===== config.mk =====
export PLATFORM = sky130hd
export DESIGN_NAME = mwmd_apb_regs
export DESIGN_NICKNAME = d
export VERILOG_FILES = /design/src/hdl/mwmd_pkg.sv /design/src/hdl/mwmd_apb_regs.sv
export SDC_FILE = /design/constraint.sdc
export NUM_CORES = 1
export LEC_CHECK = 0
export ABC_AREA = 1
export ABC_CLOCK_PERIOD_IN_PS = 1500
export BUFFER_PORTS_ARGS = -buffer_cell sky130_fd_sc_hd__buf_2
export CAP_MARGIN = 30
export CORE_MARGIN = 2
export CORE_UTILIZATION = 40
export CTS_BUF_LIST = sky130_fd_sc_hd__clkbuf_16
export CTS_CLUSTER_DIAMETER = 80
export DETAILED_ROUTE_END_ITERATION = 10
export PLACE_DENSITY = 0.75
export SKIP_CTS_REPAIR_TIMING = 1
export SLEW_MARGIN = 20
export SYNTH_ARGS = -nofsm -noshare
export SYNTH_HDL_FRONTEND = slang
export SYNTH_SLANG_ARGS = --single-unit

===== constraint.sdc =====
create_clock -name clk_i -period 1.5 [get_ports clk_i]
set_clock_uncertainty 0.1 [all_clocks]
set_input_delay 0.075 -clock clk_i [delete_from_list [all_inputs] [get_ports clk_i]]
set_output_delay 0.075 -clock clk_i [all_outputs]
set_load 0.05 [all_outputs]

===== src/hdl/mwmd_pkg.sv =====
// Package for the mecanum wheel mixer: field widths, mode and register codes,
// fixed-point constants and the types shared by the pipeline modules.
// No dependencies.
`timescale 1ns / 1ps

package mwmd_pkg;

  // Field widths.
  localparam int unsigned SpeedW   = 16;
  localparam int unsigned GainW    = 16;
  localparam int unsigned LimW     = 15;
  localparam int unsigned ModeW    = 3;
  localparam int unsigned Lanes    = 4;
  localparam int unsigned FracW    = 12;

  // APB register port.
  localparam int unsigned ApbAddrW = 4;
  localparam int unsigned ApbDataW = 32;

  // Internal widths. Wheels are first formed at 5 * 2^12 times their value.
  // The linear mix -vx - vy reaches +2^SpeedW, so it needs two extra bits.
  localparam int unsigned LinW     = SpeedW + 2;
  localparam int unsigned LinTermW = SpeedW + 9;
  localparam int unsigned ProdW    = GainW + SpeedW;
  localparam int unsigned AccW     =
      ((LinTermW + FracW > ProdW + 3) ? LinTermW + FracW : ProdW + 3) + 1;
  localparam int unsigned TW       = AccW - FracW;

  // Division by five through a reciprocal, followed by one correction step.
  localparam int unsigned DenScale = 5;
  localparam int unsigned RecipSh  = TW + 3;
  localparam int unsigned RecipW   = RecipSh - 2;
  localparam logic [RecipW-1:0] Recip = RecipW'((64'd1 << RecipSh) / 64'd5);
  localparam int unsigned PW       = TW + RecipW;
  localparam int unsigned MagW     = PW - RecipSh;

  // Half of the Q3.12 scale denominator, for round to nearest.
  localparam int unsigned RoundHalf = (DenScale << FracW) / 2;

  // Desaturation divider.
  localparam int unsigned NumW     = MagW + LimW;
  localparam int unsigned QW       = LimW;
  localparam int unsigned QIdxW    = $clog2(QW);
  localparam int unsigned DivStages = QW;

  // Pipeline depth: seven arithmetic stages, the divider, the output register.
  localparam int unsigned PreStages = 7;
  localparam int unsigned NumStages = PreStages + DivStages + 1;

  // Saturation bounds on the magnitude.
  localparam logic [MagW-1:0] SatPosMag = MagW'((64'd1 << (SpeedW - 1)) - 64'd1);
  localparam logic [MagW-1:0] SatNegMag = MagW'(64'd1 << (SpeedW - 1));

  typedef enum logic [ModeW-1:0] {
    ModeZeroForce    = 3'd0,
    ModeNoMove       = 3'd1,
    ModeFollowGimbal = 3'd2,
    ModeSpin         = 3'd3,
    ModeNoFollow     = 3'd4
  } drive_mode_e;

  typedef enum logic [ApbAddrW-3:0] {
    RegFrontGain = 2'd0,
    RegRearGain  = 2'd1,
    RegMaxSpeed  = 2'd2
  } cfg_reg_e;

  localparam logic signed [GainW-1:0] FrontGainRst = -16'sd737;
  localparam logic signed [GainW-1:0] RearGainRst  = -16'sd901;
  localparam logic [LimW-1:0]         MaxSpeedRst  = 15'd16384;

  typedef struct packed {
    logic signed [GainW-1:0] front_gain;
    logic signed [GainW-1:0] rear_gain;
    logic [LimW-1:0]         max_speed;
  } cfg_t;

  // One row of the desaturation divider pipeline.
  typedef struct packed {
    logic [Lanes-1:0][NumW-1:0] rem;
    logic [Lanes-1:0][QW-1:0]   quo;
    logic [MagW-1:0]            den;
    logic [Lanes-1:0]           neg;
    logic [Lanes-1:0][MagW-1:0] mag;
    logic                       limited;
  } div_bus_t;

endpackage


===== src/hdl/mwmd_apb_regs.sv =====
// APB configuration registers of the mecanum wheel mixer (spin gains, speed limit).
// Depends on mwmd_pkg.
`timescale 1ns / 1ps

module mwmd_apb_regs import mwmd_pkg::*; (
  input  logic                clk_i,
  input  logic                rst_ni,
  input  logic                psel,
  input  logic                penable,
  input  logic                pwrite,
  input  logic [ApbAddrW-1:0] paddr,
  input  logic [ApbDataW-1:0] pwdata,
  output logic [ApbDataW-1:0] prdata,
  output logic                pready,
  output cfg_t                cfg_o
);

  logic signed [GainW-1:0] front_gain_q, front_gain_d;
  logic signed [GainW-1:0] rear_gain_q, rear_gain_d;
  logic [LimW-1:0]         max_speed_q, max_speed_d;
  logic                    wr_en;
  cfg_reg_e                reg_idx;

  assign pready  = 1'b1;
  assign wr_en   = psel && penable && pwrite;
  assign reg_idx = cfg_reg_e'(paddr[ApbAddrW-1:2]);

  // Register write decode.
  always_comb begin
    front_gain_d = front_gain_q;
    rear_gain_d  = rear_gain_q;
    max_speed_d  = max_speed_q;
    if (wr_en) begin
      case (reg_idx)
        RegFrontGain: front_gain_d = pwdata[GainW-1:0];
        RegRearGain:  rear_gain_d  = pwdata[GainW-1:0];
        RegMaxSpeed:  max_speed_d  = pwdata[LimW-1:0];
        default: ;
      endcase
    end
  end

  always_ff @(posedge clk_i or negedge rst_ni) begin
    if (!rst_ni) begin
      front_gain_q <= FrontGainRst;
      rear_gain_q  <= RearGainRst;
      max_speed_q  <= MaxSpeedRst;
    end else begin
      front_gain_q <= front_gain_d;
      rear_gain_q  <= rear_gain_d;
      max_speed_q  <= max_speed_d;
    end
  end

  // Read mux; gains read back sign extended.
  always_comb begin
    case (reg_idx)
      RegFrontGain: prdata = ApbDataW'(front_gain_q);
      RegRearGain:  prdata = ApbDataW'(rear_gain_q);
      RegMaxSpeed:  prdata = ApbDataW'(max_speed_q);
      default:      prdata = '0;
    endcase
  end

  assign cfg_o = '{front_gain: front_gain_q, rear_gain: rear_gain_q, max_speed: max_speed_q};

endmodule


==> out/qor.yml <==
layout-drive-gt1-share_pct: 39.15
dieArea_um2: 6540
io_pins: 121
worst_r2r_path_depth: 2
syn_nets: 337
core_area_um2: 5608
fmax_ghz: 0.6801
overflow: 0
crit_fanout: 8
grt_pass1_wl_um: 9425
drtIter0Drc: 71
routed_wl_um: 6476
power-per-cell-area_nw_per_um2: 1677
r2r_start: "rear_gain_q[5]$_DFFE_PN1P_"
cts_sinks: 47
p_int_mw: 2.922
cts-root-buf: "clkbuf_16"
grt_start_max_net_pins: 48
worstReg2RegEnd: "rear_gain_q[5]$_DFFE_PN1P_"
sw_frac_of_total_pct: 45.94
finalHoldViolations: 0
place_ws_ns: 0.2213
wire_per_inst_um: 13.69
path_class: "reg -> out"
gp_congestion: 0.7023
avgSynthCellArea_um2: 7.985
drtAntennaViolNets: 0
worst_slack_ns: 0.02968
dp_hpwl_um: 4076
maxCapViolations: 0
antenna_found_initial: 0
cts_made_buffers: 5
leakage_nw: 1.823
seq_power_share_pct: 34.0
numPortBuffers: 101
place_inst: 446
vias_per_cell: 4.717
cts_max_level: 2
hold_end: "front_gain_q[14]$_DFFE_PN1P_"
hold_depth: 5
hold_ws_ns: 0.1455
hp-class: "in -> reg"
area_growth_pct: 36.37
track_usage_pct: 19.05
endpoint_kind: "output port"
instances_no_fill: 473
syn-cell-area_um2: 2364
setup_viol: 0
crit_slowest_cell: "dfstp_2"
rows: 27
slew_violations: 0
fp.dieW_um: 80.87
cts_tree: "yes"
critPathMaxStageDelay_ns: 0.55
initial_core_util_pct: 42.15
cp.required_ns: 1.32
ys_seq_area_share_pct: 51.09
pwr-share-comb_pct: 43.2
num_antenna_cells: 0
r2r_slack_ns: 0.65
die_h_um: 80.87
pwr-share-clk_pct: 22.8
firstDrtPassIters: 5
nets: 441
arrival_ns: 1.30
p_sw_mw: 2.483
drc: 0
ys_ff_latch: 47
fin_crit_sh_pct: 98.02
clockBufferDepth: 2
synth_cells: 296
grt_pass1_vias: 1898
hold_start: "penable"
outcome: "finished, final reports clean"
n_fill_cell: 509
yosys_warnings: 0
dr_total_vias: 2231
irDropWorstVdd_mv: 1.018
clkLatencyLatePin_ns: 0.28
finalCriticalPeriod_ns: 1.470
cts.clk_slew.worst_paths_ns: 0.06
synth_cell_types: 16
crit_chain: "nand2_2 -> nand2_4 -> buf_4"
cp-start-kind: "register"
## cell usage after synthesis
library cell,number,share of area (%)
nand3_1,15,3.2
nor2_4,4,1.9
nand2_1,190,30
buf_2,1,0.21
dfstp_2,25,28
conb_1,1,0.16
inv_1,1,0.16
nand2_2,3,0.79
inv_2,3,0.48
dfrtp_1,22,23
inv_4,1,0.26
nand2_4,3,1.4
buf_6,4,1.9
nor2_8,1,0.85
nand3_4,1,0.74
buf_4,21,6.7
## sequential cells by signal (all words and copies together), names as in the netlist
signal        count
front_gain_q     16
rear_gain_q      16
max_speed_q      15
## layout by cell type (no fill, tap or decap), drive strengths merged, types with 5 or more instances in the layout
cell         instances
buf                104
clkbuf               5
dfrtp               22
dfstp               25
dlygate4sd3         17
inv                  6
nand2              198
nand3               16
nor2                 5
## cell families after synthesis
| logic type | after synthesis | synth area share (%) |
|---|---|---|
| other cells | 1 | 0.1587 |
| buf+inv | 31 | 9.687 |
| simple gates | 217 | 39.07 |
| flops | 47 | 51.09 |
## cell type report
cell class	count	area (um2)	area share, %
well taps	72	90.09	2.795
clock inverters	3	41.29	1.281
inverters	5	21.27	0.6599
clock buffers	5	125.1	3.882
repair buffers	121	780.7	24.22
flip-flops and latches	47	1207	37.46
multi-input cells	220	957.2	29.70
## power groups by stage
stage,logic [mW],clock network (mW),registers [mW]
5_1_grt,2.47,1.33,1.88
6_report,2.33,1.23,1.84
2_1_floorplan,0.869,0,2.78
3_3_place_gp,2.23,0,1.84
3_5_place_dp,2.26,0,1.85
4_1_cts,2.26,1.26,1.84
## critical path: cells and delay by family (launching register included)
kind | cells | cell delay, ns
simple gates | 2 | 0.26
flops | 1 | 0.55
buf+inv | 1 | 0.21
## worst max path at each step
stage | start | end | slack, ns | cells past startpoint
6_report | front_gain_q[15]$_DFFE_PN1P_ | prdata[31] | 0.03 | 3
5_1_grt | front_gain_q[15]$_DFFE_PN1P_ | prdata[17] | -0.006 | 3
4_1_cts | front_gain_q[15]$_DFFE_PN1P_ | prdata[21] | -0.03 | 3
3_5_place_dp | paddr[3] | prdata[11] | 0.22 | 8
3_3_place_gp | paddr[3] | prdata[10] | 0.24 | 8
2_1_floorplan | front_gain_q[15]$_DFFE_PN1P_ | prdata[16] | 0.01 | 3
## metal layers
layer	vias up	share of wire [%]	track usage [%]
li1	1094	-	-
met1	1035	41	23.27
met2	95	51	33.88
met3	7	6.7	4.000
met4	0	0.99	5.424
met5	-	0	0
## stage by stage
stage	util [%]	cell area [um2]	setup TNS [ns]	total power, mW
finish	57.47	3223	0	5.405
global route	57.47	3223	-0.01561	5.679
CTS	53.01	2973	-0.3860	5.352
detailed placement	50.04	2806	0	4.110
global placement	50.04	2806	0	4.074
floorplan	-	2371	0	3.645
Power figures use the tool's default switching activity.
